<file path="src/design/cst_pkg.sv">
// ----------------------------------------------------------------------------
// cst_pkg: shared types and constants of the token scanner
// Token kinds, scanner modes, transaction payloads and the keyword table.
// ----------------------------------------------------------------------------
`default_nettype none

package cst_pkg;

  typedef enum logic [5:0] {
    K_INT,
    K_VOID,
    K_IF,
    K_ELSE,
    K_WHILE,
    K_BREAK,
    K_CONTINUE,
    K_RETURN,
    K_IDENT,
    K_CONST,
    K_PLUS,
    K_MINUS,
    K_MUL,
    K_DIV,
    K_MOD,
    K_ASSIGN,
    K_EQ,
    K_NE,
    K_LT,
    K_LE,
    K_GT,
    K_GE,
    K_AND,
    K_OR,
    K_NOT,
    K_LPAREN,
    K_RPAREN,
    K_LBRACE,
    K_RBRACE,
    K_SEMI,
    K_COMMA,
    K_EOF,
    K_UNKNOWN
  } token_kind_e;

  typedef enum logic [2:0] {
    M_IDLE,
    M_IDENT,
    M_NUMBER,
    M_HELD,
    M_SLASH,
    M_LINE,
    M_BLOCK,
    M_BLOCK_STAR
  } scan_mode_e;

  typedef struct packed {
    logic [7:0] char_code;
    logic       end_of_text;
  } in_item_t;

  typedef struct packed {
    token_kind_e token_kind;
    logic [23:0] token_number;
    logic [15:0] start_line;
    logic [23:0] start_offset;
    logic [15:0] token_length;
    logic        last_of_run;
  } out_token_t;

  localparam int NumKeywords = 8;

  // keyword spellings, right aligned and zero padded
  localparam logic [63:0] KW_TEXT [NumKeywords] = '{
    "int", "void", "if", "else", "while", "break", "continue", "return"
  };

  localparam logic [3:0] KW_LEN [NumKeywords] = '{
    4'd3, 4'd4, 4'd2, 4'd4, 4'd5, 4'd5, 4'd8, 4'd6
  };

  // character at position pos of keyword idx (valid for pos below its length)
  function automatic logic [7:0] kw_char(input logic [2:0] idx, input logic [2:0] pos);
    logic [63:0] t;
    t = KW_TEXT[idx] << (8 * (4'd8 - KW_LEN[idx]));
    return t[63 - 8 * pos -: 8];
  endfunction

endpackage

`default_nettype wire

</file>
<file path="src/design/cst_keyword_match.sv">
// ----------------------------------------------------------------------------
// cst_keyword_match: keyword candidate filter
// Narrows the keyword candidate set by one character and resolves the kind
// of a finished word.
// ----------------------------------------------------------------------------
`default_nettype none

module cst_keyword_match #(
  parameter int LENGTH_BITS = 16
) (
  input  logic [7:0]             cand_i,
  input  logic [LENGTH_BITS-1:0] index_i,
  input  logic [7:0]             char_i,
  input  logic [7:0]             final_cand_i,
  input  logic [LENGTH_BITS-1:0] final_len_i,
  output logic [7:0]             cand_o,
  output cst_pkg::token_kind_e   kind_o
);

  always_comb begin
    for (int i = 0; i < cst_pkg::NumKeywords; i++) begin
      cand_o[i] = cand_i[i]
                  && (index_i < LENGTH_BITS'(cst_pkg::KW_LEN[i]))
                  && (cst_pkg::kw_char(3'(i), index_i[2:0]) == char_i);
    end
  end

  // a surviving candidate whose length matches turns the word into a keyword
  always_comb begin
    kind_o = cst_pkg::K_IDENT;
    for (int i = 0; i < cst_pkg::NumKeywords; i++) begin
      if (final_cand_i[i] && (final_len_i == LENGTH_BITS'(cst_pkg::KW_LEN[i]))) begin
        kind_o = cst_pkg::token_kind_e'(6'(i));
      end
    end
  end

endmodule

`default_nettype wire

</file>
<file path="src/design/cst_out_queue.sv">
// ----------------------------------------------------------------------------
// cst_out_queue: result queue
// Four-entry queue that takes up to two tokens per cycle and hands out one unless the output stalls.
// ----------------------------------------------------------------------------
`default_nettype none

module cst_out_queue (
  input  logic                clk_i,
  input  logic                rst_ni,
  input  logic                push_a_i,
  input  cst_pkg::out_token_t data_a_i,
  input  logic                push_b_i,
  input  cst_pkg::out_token_t data_b_i,
  output logic                room_o,
  output logic                out_valid_o,
  input  logic                out_stall_i,
  output cst_pkg::out_token_t out_data_o,
  output logic [2:0]          count_o
);

  cst_pkg::out_token_t mem_q [4];
  logic [1:0] wr_q, wr_d, rd_q, rd_d, wr_b;
  logic [2:0] count_q, count_d;
  logic       pop;

  assign pop         = out_valid_o && !out_stall_i;
  assign out_valid_o = (count_q != 3'd0);
  assign out_data_o  = mem_q[rd_q];
  assign room_o      = (count_q <= 3'd2);
  assign count_o     = count_q;
  assign wr_b        = wr_q + {1'b0, push_a_i};

  always_comb begin
    wr_d    = wr_q + {1'b0, push_a_i} + {1'b0, push_b_i};
    rd_d    = rd_q + {1'b0, pop};
    count_d = count_q + {2'b0, push_a_i} + {2'b0, push_b_i} - {2'b0, pop};
  end

  always_ff @(posedge clk_i or negedge rst_ni) begin
    if (!rst_ni) begin
      wr_q    <= 2'd0;
      rd_q    <= 2'd0;
      count_q <= 3'd0;
    end else begin
      wr_q    <= wr_d;
      rd_q    <= rd_d;
      count_q <= count_d;
    end
  end

  always_ff @(posedge clk_i) begin
    if (push_a_i) begin
      mem_q[wr_q] <= data_a_i;
    end
    if (push_b_i) begin
      mem_q[wr_b] <= data_b_i;
    end
  end

endmodule

`default_nettype wire

</file>
<file path="src/design/c_subset_token_scanner.sv">
// ----------------------------------------------------------------------------
// c_subset_token_scanner: streaming token scanner for a small C subset
// One source byte per transaction in, tokens out as they complete.
// ----------------------------------------------------------------------------
//
//   channel   direction  payload       handshake
//   in        input      in_item_t     in_valid_i / in_stall_o
//   out       output     out_token_t   out_valid_o / out_stall_i
//
// one byte is taken per cycle unless the input stalls; it is held in the
// input register, where the scan logic and the keyword filter decide its
// tokens in a single pass
// up to two tokens go into a four-entry result queue; input stalls when the
// queue has fewer than two free entries
// reset clears the scanner to idle, line one, position and token index zero
// an end-of-text transaction flushes, emits end-of-file and restarts the scan
//
`default_nettype none

module c_subset_token_scanner #(
  parameter int POSITION_BITS = 24,
  parameter int LINE_BITS     = 16,
  parameter int LENGTH_BITS   = 16
) (
  input  logic                clk_i,
  input  logic                rst_ni,
  input  logic                in_valid_i,
  output logic                in_stall_o,
  input  cst_pkg::in_item_t   in_data_i,
  output logic                out_valid_o,
  input  logic                out_stall_i,
  output cst_pkg::out_token_t out_data_o
);

  // input register
  logic              in_valid_q, in_valid_d;
  cst_pkg::in_item_t in_data_q;
  logic              room, fire, in_take;

  // scanner state
  cst_pkg::scan_mode_e    mode_q, mode_d;
  logic [7:0]             held_q, held_d;
  logic [7:0]             cand_q, cand_d;
  logic [LINE_BITS-1:0]   line_q, line_d;
  logic [23:0]            tokno_q, tokno_d;
  logic [POSITION_BITS-1:0] pos_q, pos_d;
  logic [POSITION_BITS-1:0] poff_q, poff_d;
  logic [LINE_BITS-1:0]   pline_q, pline_d;
  logic [LENGTH_BITS-1:0] plen_q, plen_d;

  logic [7:0] c;
  logic       eot;
  logic       is_digit, is_alpha, is_alnum, is_ws, is_held_char;
  logic       pend, cont, again, pair_hit;
  logic       a_v, b_v;
  cst_pkg::token_kind_e pair_kind, held_kind, single_kind, word_kind, a_kind, b_kind;
  cst_pkg::out_token_t  tok_a, tok_b;
  logic [7:0]             kw_cand_in, kw_cand_out;
  logic [LENGTH_BITS-1:0] kw_index;
  logic [23:0]            tokno_inc1, tokno_inc2;
  logic [2:0]             queue_count;

  // counters zero extended, then cut to the field widths
  logic [LINE_BITS+15:0]     line_ext, pline_ext;
  logic [POSITION_BITS+23:0] pos_ext, poff_ext;
  logic [LENGTH_BITS+15:0]   plen_ext;

  assign line_ext  = {16'b0, line_q};
  assign pline_ext = {16'b0, pline_q};
  assign pos_ext   = {24'b0, pos_q};
  assign poff_ext  = {24'b0, poff_q};
  assign plen_ext  = {16'b0, plen_q};

  // ---------------------------------------------------------------- input side
  assign fire       = in_valid_q && room;
  assign in_stall_o = in_valid_q && !room;
  assign in_take    = in_valid_i && !in_stall_o;

  always_comb begin
    in_valid_d = in_valid_q;
    if (in_take) begin
      in_valid_d = 1'b1;
    end else if (fire) begin
      in_valid_d = 1'b0;
    end
  end

  always_ff @(posedge clk_i or negedge rst_ni) begin
    if (!rst_ni) begin
      in_valid_q <= 1'b0;
    end else begin
      in_valid_q <= in_valid_d;
    end
  end

  always_ff @(posedge clk_i) begin
    if (in_take) begin
      in_data_q <= in_data_i;
    end
  end

  // ---------------------------------------------------------- character decode
  assign c   = in_data_q.char_code;
  assign eot = in_data_q.end_of_text;

  assign is_digit = (c >= "0") && (c <= "9");
  assign is_alpha = ((c >= "a") && (c <= "z")) || ((c >= "A") && (c <= "Z")) || (c == "_");
  assign is_alnum = is_digit || is_alpha;
  assign is_ws    = (c == 8'h20) || (c == 8'h09) || (c == 8'h0a) || (c == 8'h0d)
                    || (c == 8'h0c) || (c == 8'h0b);
  assign is_held_char = (c == "=") || (c == "!") || (c == "<") || (c == ">")
                        || (c == "&") || (c == "|");

  // single-character tokens decided at once
  always_comb begin
    case (c)
      "+":     single_kind = cst_pkg::K_PLUS;
      "-":     single_kind = cst_pkg::K_MINUS;
      "*":     single_kind = cst_pkg::K_MUL;
      "%":     single_kind = cst_pkg::K_MOD;
      "(":     single_kind = cst_pkg::K_LPAREN;
      ")":     single_kind = cst_pkg::K_RPAREN;
      "{":     single_kind = cst_pkg::K_LBRACE;
      "}":     single_kind = cst_pkg::K_RBRACE;
      ";":     single_kind = cst_pkg::K_SEMI;
      ",":     single_kind = cst_pkg::K_COMMA;
      "0":     single_kind = cst_pkg::K_CONST;
      default: single_kind = cst_pkg::K_UNKNOWN;
    endcase
  end

  // held operator on its own; a lone & or | is unknown
  always_comb begin
    case (held_q)
      "=":     held_kind = cst_pkg::K_ASSIGN;
      "!":     held_kind = cst_pkg::K_NOT;
      "<":     held_kind = cst_pkg::K_LT;
      ">":     held_kind = cst_pkg::K_GT;
      default: held_kind = cst_pkg::K_UNKNOWN;
    endcase
  end

  // two-character operators
  always_comb begin
    pair_hit  = 1'b0;
    pair_kind = cst_pkg::K_EQ;
    if (c == "=") begin
      pair_hit = 1'b1;
      case (held_q)
        "=":     pair_kind = cst_pkg::K_EQ;
        "!":     pair_kind = cst_pkg::K_NE;
        "<":     pair_kind = cst_pkg::K_LE;
        ">":     pair_kind = cst_pkg::K_GE;
        default: pair_hit  = 1'b0;
      endcase
    end else if ((c == "&") && (held_q == "&")) begin
      pair_hit  = 1'b1;
      pair_kind = cst_pkg::K_AND;
    end else if ((c == "|") && (held_q == "|")) begin
      pair_hit  = 1'b1;
      pair_kind = cst_pkg::K_OR;
    end
  end

  // keyword filter: continue the word, or start one from the full set
  assign kw_cand_in = (mode_q == cst_pkg::M_IDENT) ? cand_q : 8'hff;
  assign kw_index   = (mode_q == cst_pkg::M_IDENT) ? plen_q : '0;

  cst_keyword_match #(
    .LENGTH_BITS(LENGTH_BITS)
  ) u_kw (
    .cand_i      (kw_cand_in),
    .index_i     (kw_index),
    .char_i      (c),
    .final_cand_i(cand_q),
    .final_len_i (plen_q),
    .cand_o      (kw_cand_out),
    .kind_o      (word_kind)
  );

  // does the current mode swallow this byte
  always_comb begin
    case (mode_q)
      cst_pkg::M_IDENT:      cont = is_alnum;
      cst_pkg::M_NUMBER:     cont = is_digit;
      cst_pkg::M_HELD:       cont = pair_hit;
      cst_pkg::M_SLASH:      cont = (c == "/") || (c == "*");
      cst_pkg::M_LINE:       cont = 1'b1;
      cst_pkg::M_BLOCK:      cont = 1'b1;
      cst_pkg::M_BLOCK_STAR: cont = 1'b1;
      default:               cont = 1'b0;
    endcase
  end

  assign pend  = (mode_q == cst_pkg::M_IDENT) || (mode_q == cst_pkg::M_NUMBER)
                 || (mode_q == cst_pkg::M_HELD) || (mode_q == cst_pkg::M_SLASH);
  assign again = !eot && !cont;

  // --------------------------------------------------------------- next state
  always_comb begin
    mode_d  = mode_q;
    held_d  = held_q;
    cand_d  = cand_q;
    pline_d = pline_q;
    poff_d  = poff_q;
    plen_d  = plen_q;
    pos_d   = (pos_q == '1) ? pos_q : pos_q + POSITION_BITS'(1);
    line_d  = line_q;
    if ((c == 8'h0a) && (line_q != '1)) begin
      line_d = line_q + LINE_BITS'(1);
    end

    case (mode_q)
      cst_pkg::M_IDENT: begin
        if (cont) begin
          cand_d = kw_cand_out;
          plen_d = (plen_q == '1) ? plen_q : plen_q + LENGTH_BITS'(1);
        end else begin
          mode_d = cst_pkg::M_IDLE;
        end
      end
      cst_pkg::M_NUMBER: begin
        if (cont) begin
          plen_d = (plen_q == '1) ? plen_q : plen_q + LENGTH_BITS'(1);
        end else begin
          mode_d = cst_pkg::M_IDLE;
        end
      end
      cst_pkg::M_SLASH: begin
        if (c == "/") begin
          mode_d = cst_pkg::M_LINE;
        end else if (c == "*") begin
          mode_d = cst_pkg::M_BLOCK;
        end else begin
          mode_d = cst_pkg::M_IDLE;
        end
      end
      cst_pkg::M_LINE: begin
        if (c == 8'h0a) begin
          mode_d = cst_pkg::M_IDLE;
        end
      end
      cst_pkg::M_BLOCK: begin
        if (c == "*") begin
          mode_d = cst_pkg::M_BLOCK_STAR;
        end
      end
      cst_pkg::M_BLOCK_STAR: begin
        if (c == "/") begin
          mode_d = cst_pkg::M_IDLE;
        end else if (c != "*") begin
          mode_d = cst_pkg::M_BLOCK;
        end
      end
      default: begin
        mode_d = cst_pkg::M_IDLE;
      end
    endcase

    // byte not swallowed: scan it from idle
    if (again && !is_ws) begin
      if ((is_digit && (c != "0")) || is_alpha || (c == "/") || is_held_char) begin
        pline_d = line_q;
        poff_d  = pos_q;
        plen_d  = LENGTH_BITS'(1);
        if (is_digit) begin
          mode_d = cst_pkg::M_NUMBER;
        end else if (is_alpha) begin
          mode_d = cst_pkg::M_IDENT;
          cand_d = kw_cand_out;
        end else if (c == "/") begin
          mode_d = cst_pkg::M_SLASH;
        end else begin
          mode_d = cst_pkg::M_HELD;
          held_d = c;
        end
      end
    end

    // end of text restarts the scan
    if (eot) begin
      mode_d  = cst_pkg::M_IDLE;
      held_d  = 8'd0;
      cand_d  = 8'd0;
      line_d  = LINE_BITS'(1);
      pos_d   = '0;
      poff_d  = '0;
      pline_d = LINE_BITS'(1);
      plen_d  = '0;
    end
  end

  // ------------------------------------------------------------------ tokens
  // token a: the pending token flushed by this byte
  // token b: a token started and finished by this byte, a pair, or end-of-file
  always_comb begin
    a_v    = pend && (eot || !cont);
    b_v    = 1'b0;
    b_kind = single_kind;
    case (mode_q)
      cst_pkg::M_IDENT:  a_kind = word_kind;
      cst_pkg::M_NUMBER: a_kind = cst_pkg::K_CONST;
      cst_pkg::M_HELD:   a_kind = held_kind;
      default:           a_kind = cst_pkg::K_DIV;
    endcase

    tok_a.token_kind   = a_kind;
    tok_a.token_number = tokno_q;
    tok_a.start_line   = pline_ext[15:0];
    tok_a.start_offset = poff_ext[23:0];
    tok_a.token_length = ((mode_q == cst_pkg::M_IDENT) || (mode_q == cst_pkg::M_NUMBER))
                         ? plen_ext[15:0] : 16'd1;
    tok_a.last_of_run  = 1'b0;

    tok_b.token_number = a_v ? tokno_inc1 : tokno_q;
    tok_b.start_line   = line_ext[15:0];
    tok_b.start_offset = pos_ext[23:0];
    tok_b.token_length = 16'd1;
    tok_b.last_of_run  = 1'b1;

    if (eot) begin
      b_v                = 1'b1;
      b_kind             = cst_pkg::K_EOF;
      tok_b.token_length = 16'd0;
    end else if ((mode_q == cst_pkg::M_HELD) && pair_hit) begin
      b_v                = 1'b1;
      b_kind             = pair_kind;
      tok_b.start_line   = pline_ext[15:0];
      tok_b.start_offset = poff_ext[23:0];
      tok_b.token_length = 16'd2;
    end else if (again && !is_ws && !(is_digit && (c != "0")) && !is_alpha
                 && (c != "/") && !is_held_char) begin
      b_v = 1'b1;
    end
    tok_b.token_kind  = b_kind;
    tok_a.last_of_run = !b_v;
  end

  // token index, saturating
  assign tokno_inc1 = (tokno_q == '1) ? tokno_q : tokno_q + 24'd1;
  assign tokno_inc2 = (tokno_inc1 == '1) ? tokno_inc1 : tokno_inc1 + 24'd1;

  always_comb begin
    if (eot) begin
      tokno_d = 24'd0;
    end else if (a_v && b_v) begin
      tokno_d = tokno_inc2;
    end else if (a_v || b_v) begin
      tokno_d = tokno_inc1;
    end else begin
      tokno_d = tokno_q;
    end
  end

  always_ff @(posedge clk_i or negedge rst_ni) begin
    if (!rst_ni) begin
      mode_q  <= cst_pkg::M_IDLE;
      held_q  <= 8'd0;
      cand_q  <= 8'd0;
      line_q  <= LINE_BITS'(1);
      tokno_q <= 24'd0;
      pos_q   <= '0;
      poff_q  <= '0;
      pline_q <= LINE_BITS'(1);
      plen_q  <= '0;
    end else if (fire) begin
      mode_q  <= mode_d;
      held_q  <= held_d;
      cand_q  <= cand_d;
      line_q  <= line_d;
      tokno_q <= tokno_d;
      pos_q   <= pos_d;
      poff_q  <= poff_d;
      pline_q <= pline_d;
      plen_q  <= plen_d;
    end
  end

  // ------------------------------------------------------------- result queue
  cst_out_queue u_queue (
    .clk_i      (clk_i),
    .rst_ni     (rst_ni),
    .push_a_i   (fire && a_v),
    .data_a_i   (tok_a),
    .push_b_i   (fire && b_v),
    .data_b_i   (tok_b),
    .room_o     (room),
    .out_valid_o(out_valid_o),
    .out_stall_i(out_stall_i),
    .out_data_o (out_data_o),
    .count_o    (queue_count)
  );

`ifndef SYNTH
  // queue never overflows its four entries
  a_queue_bound: assert property (@(posedge clk_i) disable iff (!rst_ni)
    queue_count <= 3'd4)
    else $error("result queue overflow");

  // end of text always produces an end-of-file token and restarts the scan
  a_eot_restart: assert property (@(posedge clk_i) disable iff (!rst_ni)
    (fire && eot) |=> (mode_q == cst_pkg::M_IDLE) && (tokno_q == 24'd0)
                      && (pos_q == '0))
    else $error("scanner not restarted after end of text");

  // an end-of-text transaction emits an end-of-file token marked as the last of its run
  a_eot_token: assert property (@(posedge clk_i) disable iff (!rst_ni)
    (fire && eot) |-> b_v && (tok_b.token_kind == cst_pkg::K_EOF) && tok_b.last_of_run)
    else $error("end-of-file token missing");

  // a byte held in the input register is processed once there is room
  a_input_moves: assert property (@(posedge clk_i) disable iff (!rst_ni)
    (in_valid_q && room) |=> !in_valid_q || $past(in_take))
    else $error("input register not drained");
`endif

endmodule

`default_nettype wire

</file>
<file path="config.mk">
export PLATFORM = sky130hd
export DESIGN_NAME = c_subset_token_scanner
export DESIGN_NICKNAME = d
export VERILOG_FILES = /design/src/design/cst_pkg.sv /design/src/design/cst_keyword_match.sv /design/src/design/cst_out_queue.sv /design/src/design/c_subset_token_scanner.sv
export SDC_FILE = /design/constraint.sdc
export NUM_CORES = 1
export LEC_CHECK = 0
export BUFFER_PORTS_ARGS = -buffer_cell sky130_fd_sc_hd__buf_2
export CORE_ASPECT_RATIO = 1.1
export CORE_MARGIN = 4
export CORE_UTILIZATION = 30
export DETAILED_ROUTE_END_ITERATION = 16
export SLEW_MARGIN = 20
export SYNTH_ARGS = -nofsm -noshare
export SYNTH_HDL_FRONTEND = slang
export SYNTH_SLANG_ARGS = --single-unit
</file>
<file path="constraint.sdc">
create_clock -name clk_i -period 16 [get_ports clk_i]
set_clock_uncertainty 0.1 [all_clocks]
set_input_delay 1.6 -clock clk_i [delete_from_list [all_inputs] [get_ports clk_i]]
set_output_delay 1.6 -clock clk_i [all_outputs]
set_load 0.005 [all_outputs]
</file>
# == Word level (Yosys, flattened, before mapping) ==
# Memories as Yosys holds them, arrays and structs flattened.
# Cells that the tools add are included.
# word_totals
input_bits,13
ram_bits,348
out_inout_bits,89
elab_cells,291
regBits,156
n_memories,1
# classes
n_lt_le_gt_ge,13
n_eq_ne,64
n_mux,86
addsub,12
shift,8
reduce_logical,92
# mem_list
memory,words,width,read_ports,rd_ports_with_merged_regs,wr,line,rtl
u_queue.mem_q,4,87,1,0,2,cst_out_queue.sv:21,cst_pkg::out_token_t mem_q [4];
# op_table
operator,count
"71-bit by 33-bit variable part select with 8-bit output, first input constant",8
24-bit two-way mux,11
16-bit two-way mux,14
"8-bit by 6-bit equality test with 1-bit output, second input constant",21
8-bit two-way mux,14
"24-bit by 1-bit adder with 24-bit output, second input constant",3
"24-bit equality test, second input constant",3
6-bit one-hot mux with 11 select lines,1
8-bit equality test,8
56-bit two-way mux,1
"16-bit by 3-bit equality test with 1-bit output, second input constant",3
"16-bit by 3-bit less-than comparator with 1-bit output, second input constant",3
1-bit logical AND,46
3-bit two-way mux,15
"8-bit by 4-bit equality test with 1-bit output, second input constant",5
"8-bit by 7-bit equality test with 1-bit output, second input constant",5
40-bit two-way mux,1
"16-bit by 1-bit adder with 16-bit output, second input constant",2
"16-bit by 2-bit equality test with 1-bit output, second input constant",2
"16-bit by 2-bit less-than comparator with 1-bit output, second input constant",2
4-bit two-way mux,8
"8-bit by 6-bit inequality test with 1-bit output, second input constant",3
6-bit one-hot mux with 4 select lines,1
1-bit logical OR,22
other kinds (32),73

# == Logic depth before layout (Yosys ltp) ==
# logic_depth
ltp_word,20
mapped_depth,18
ltp_nobuf,15

# == By module ==
# Synthesis repeated with hierarchy kept, for this count alone.
# hier_totals
hier_cells,2221
hier_area_um2,28426.0
# by_module_without_submodules
mod,area_per_inst_um2,seq_area_each_um2,cells_each,instances
cst_out_queue,17073.9,10625.2,878,1
c_subset_token_scanner,10181.0,3776.1,1166,1
cst_keyword_match,1171.1,0.0,177,1

# == Worst setup path before layout ==
# Ideal clock, no wire load.
# synth_timing
path_type,reg-to-reg
from,register in_data_q (netlist bit c[7])
to,"memory u_queue.mem_q[1][17] (netlist bit), enable pin"
slack_ns,10.298
required_time_ns,15.468
arrival_ns,5.170
period_less_slack_ns,5.702
stages_incl_launch_ff,15
n_path_buf,3
setup_time_ns,0.432
cell_sequence,edfxtp_1 > nand4b_1 > or4_4 > o31ai_1 > nor2_1 > o221ai_2 > clkbuf_1 > nor2_1 > ha_1 > xnor2_1 > nand2_1 > or3_1 > buf_4 > clkbuf_1 > nand2_1
# synth_lines
item,line,rtl
from (decl),c_subset_token_scanner.sv:37,cst_pkg::in_item_t in_data_q;
from (signal assigned),c_subset_token_scanner.sv:98,in_data_q <= in_data_i;
to (decl),cst_out_queue.sv:21,

==> results.tsv <==
metric	value	unit
final_cells	3588	
synth_cell_types	108	
grt_max_degree	89	
core_region_area	88430	sq um
p_per_area	152.7	nW/um^2
drive_gt1_share	16.08	%
portBuffers	101	
cts.sinks	504	
path_class	reg2reg	
antenna_found_initial	8	
min_period	6.222	ns
setup_viol	0	
synth_fa_ha_area_share	1.078	%
drt_iter0_markers	1900	
dp_hpwl	49.81	mm
slowest_stage	edfxtp_1	
cap_viol_max_count	0	
synth_area_per_cell	11.15	sq um
synth-seq-cells	504	
crit_arrival	6.34	ns
drt-met1-wl	33.34	mm
insertion_delay	0.61	ns
tns	0	ns
startpoint_type	register	
whs_path_depth	2	
dr_wl_met3	5.717	mm
multi_input_area	12090	sq um
drtAntennaViolNets	0	
synth_top_flop_cell	edfxtp_1	
cp_num_cells	13	
worst_pin_slew	1.062	ns
max_slew_margin	29.21	%
critical_path.top_delay_family	simple AND/OR/NAND/NOR gates	
grt_pass1_vias	19410	
register_area	13810	sq um
r2r_end	u_queue.mem_q[1][40]$_DFFE_PP_	
cts-root-buf	clkbuf_16	
synthSimpleGateAreaFrac	14.00	%
wl_per_cell	22.03	microns
std_cell_rows	114	
syn_area	26920	sq um
fillers	8774	
synth_compound_area_share	18.63	%
cts_buffer_depth	3	
endpoint	u_queue.mem_q[1][40]$_DFFE_PP_	
timing.final.ws_setup	9.778	ns
grtUsageTotal	16.28	%
leakagePower	10.80	nW
path_cells	nand4b_1 -> or4_4 -> o31ai_1 -> nor2_1 -> o221ai_2 -> nor2_1 -> ha_1 -> xnor2_1 -> nand2_1 -> or3_1 -> buf_4 -> nand2_4 -> buf_4	
overflow	0	
slowest_delay	1.00	ns
crit_path_end_kind	register	
top_layer_used	met5	
rsz0062_at_grt	false	
path_buf_inv	2	
routed-via-count	20130	
routed_via_density	5.611	
post-cts-setup-buffers	0	
cts_buffers	53	
status	finished, final reports clean	
first_pass_iters	6	
critPathMaxFanout	48	
wl_met2	38.20	mm
synth_top_family_by_area	compound AO/OA/AOI/OAI gates	
r2r_slack	9.78	ns
synth_xor_area_share	2.924	%
yosysSeqAreaShare	51.27	%
die_x	293.6	microns
ys_warn_count	0	
rr_worst_depth	13	
synth_fp_nets	2450	
dp.cells	3487	
synth-async-reset-ratio	29.17	%
finalCritPeriodShare	38.89	%
hold_viol_final	0	
gp_congestion	0.8594	
htree_levels	2	
die_area	94590	sq um
critPathLaunch	c[4]$_DFFE_PP_	
clk_pin_slew	0.06	ns
die_h	322.2	microns
ioPinCount	102	
wirelength	79.05	mm
post_cts_resized	0	
cts_hold_buffers	0	
tritoncts	built	
ir_worst_vdd	93.44	uV
report.final.slew_viol_count	0	
synth_edf_count	297	
synth_mux_area_share	7.795	%
area_delta_synth_final	11.56	%
hold_path.class	reg2reg	
cp_data_required_time	16.12	ns
start_util	30.44	%
power	4.587	mW
grt_pass1_wl	120.9	mm
r2r_start	c[4]$_DFFE_PP_	
nNetsFinal	2417	
max_freq	0.1607	GHz
dp_slack	9.852	ns
drc	0	
syn_inst	2415	
[registers in the layout (all words and copies together), names as in the netlist, 16 cells and up]
register       count
pos_q             24
plen_q            16
tokno_q           24
u_queue.mem_q    348
pline_q           16
line_q            16
poff_q            24
[per-stage QoR]
| stage | hold slack (ns) | utilization, % | cell area [sq um] |
|---|---|---|---|
| after floorplan | 0.3484 | - | 26920 |
| after global placement | 0.3603 | 32.03 | 28320 |
| after detailed placement | 0.3731 | 32.03 | 28320 |
| after CTS | 0.3874 | 33.95 | 30020 |
| after global routing | 0.4093 | 33.95 | 30020 |
| final | 0.3832 | 33.96 | 30030 |
[kinds of logic after synthesis]
| family | count (synthesis) |
|---|---|
| DFF | 504 |
| buffers and inverters | 266 |
| and+or+nand+nor | 741 |
| muxes | 100 |
| adders and majority gates | 22 |
| xor gates and xnor gates | 89 |
| AOI/OAI and AO/OA | 693 |
[report_power, final]
part | internal, mW | total, mW | leakage (nW) | switching, mW
combinational | 0.536 | 1.56 | 4.59 | 1.02
sequential | 1.62 | 1.81 | 5.38 | 0.190
clock | 0.696 | 1.22 | 0.829 | 0.522
[cell usage after synthesis (10+ instances only)]
cell type	count	share of area, %
xnor2_1	41	1.3
xor2_1	47	1.5
ha_1	20	0.93
a211oi_1	10	0.28
a21oi_1	123	2.3
a22o_1	249	8.1
edfxtp_1	297	33
nand2b_1	12	0.28
buf_2	61	1.1
buf_1	24	0.33
o2bb2ai_1	15	0.49
or3_1	17	0.40
nor2_1	245	3.4
dfrtp_1	145	13
buf_4	18	0.50
nor4_1	25	0.58
o211ai_1	14	0.39
inv_1	31	0.43
a31oi_1	15	0.35
o22ai_1	41	0.95
nand3_1	65	1.2
o31ai_1	12	0.33
and2_1	13	0.30
nand4_1	32	0.74
nor2b_1	21	0.49
mux4_2	87	7.3
and4_1	11	0.36
nor3_1	33	0.61
clkbuf_1	128	1.8
nand2_1	178	2.5
o21ai_0	117	2.2
dfxtp_1	60	4.5
and3_1	17	0.40
[layout by cell type, fill, tap and decap left out, types with 17 or more instances in the layout]
cell type  netlist  routed
edfxtp_1       297     297
a22o_1         249     249
nor2_1         245     241
nand2_1        178     174
dfrtp_1        145     143
a21oi_1        123     123
o21ai_0        117     116
buf_2           61     100
mux4_2          87      87
nand3_1         65      65
dfxtp_1         60      60
clkbuf_16        0      56
xor2_1          47      47
buf_4           18      45
xnor2_1         41      41
o22ai_1         41      41
nor3_1          33      33
nand4_1         32      32
inv_1           31      31
nor4_1          25      24
nor2b_1         21      21
ha_1            20      20
or3_1           17      17
and3_1          17      17
clkbuf_1       128      17
[final cells by class]
type / instances / share of cell area, %
Antenna cell: 2 / 0.01667
Clock buffer: 78 / 5.108
Clock inverter: 21 / 0.5542
Inverter: 32 / 0.4000
Multi-Input combinational cell: 1645 / 40.28
Sequential cell: 504 / 45.98
Tap cell: 1160 / 4.833
Timing Repair Buffer: 146 / 2.829
[layer usage]
layer  global-route usage (%)  up-vias
met3                    3.346      123
met1                    21.41    10080
met4                    4.210       10
met5                        0        -
met2                    27.54      764
li1                         -     9159
[worst reg2reg max path: stages, from the launching register on]
cell	delay, ns
edfxtp_1	1.00
nand4b_1	0.33
or4_4	0.60
o31ai_1	0.17
nor2_1	0.14
o221ai_2	0.75
nor2_1	0.19
ha_1	0.28
xnor2_1	0.44
nand2_1	0.16
or3_1	0.32
buf_4	0.26
nand2_4	0.38
buf_4	0.67
[worst min-delay path by stage]
stage                                                    to  slack (ns)                              start
after floorplan            u_queue.mem_q[2][0]$_SDFFE_PP1P_        0.35   u_queue.mem_q[2][0]$_SDFFE_PP1P_
after global placement     u_queue.mem_q[3][7]$_SDFFE_PP0P_        0.36   u_queue.mem_q[3][7]$_SDFFE_PP0P_
after detailed placement  u_queue.mem_q[0][10]$_SDFFE_PP0P_        0.37  u_queue.mem_q[0][10]$_SDFFE_PP0P_
after CTS                  u_queue.mem_q[1][6]$_SDFFE_PP0P_        0.39   u_queue.mem_q[1][6]$_SDFFE_PP0P_
after global routing      u_queue.mem_q[3][11]$_SDFFE_PP0P_        0.41  u_queue.mem_q[3][11]$_SDFFE_PP0P_
final                      u_queue.mem_q[1][4]$_SDFFE_PP0P_        0.38   u_queue.mem_q[1][4]$_SDFFE_PP0P_
Note: power is estimated with default switching activity, not from simulation.
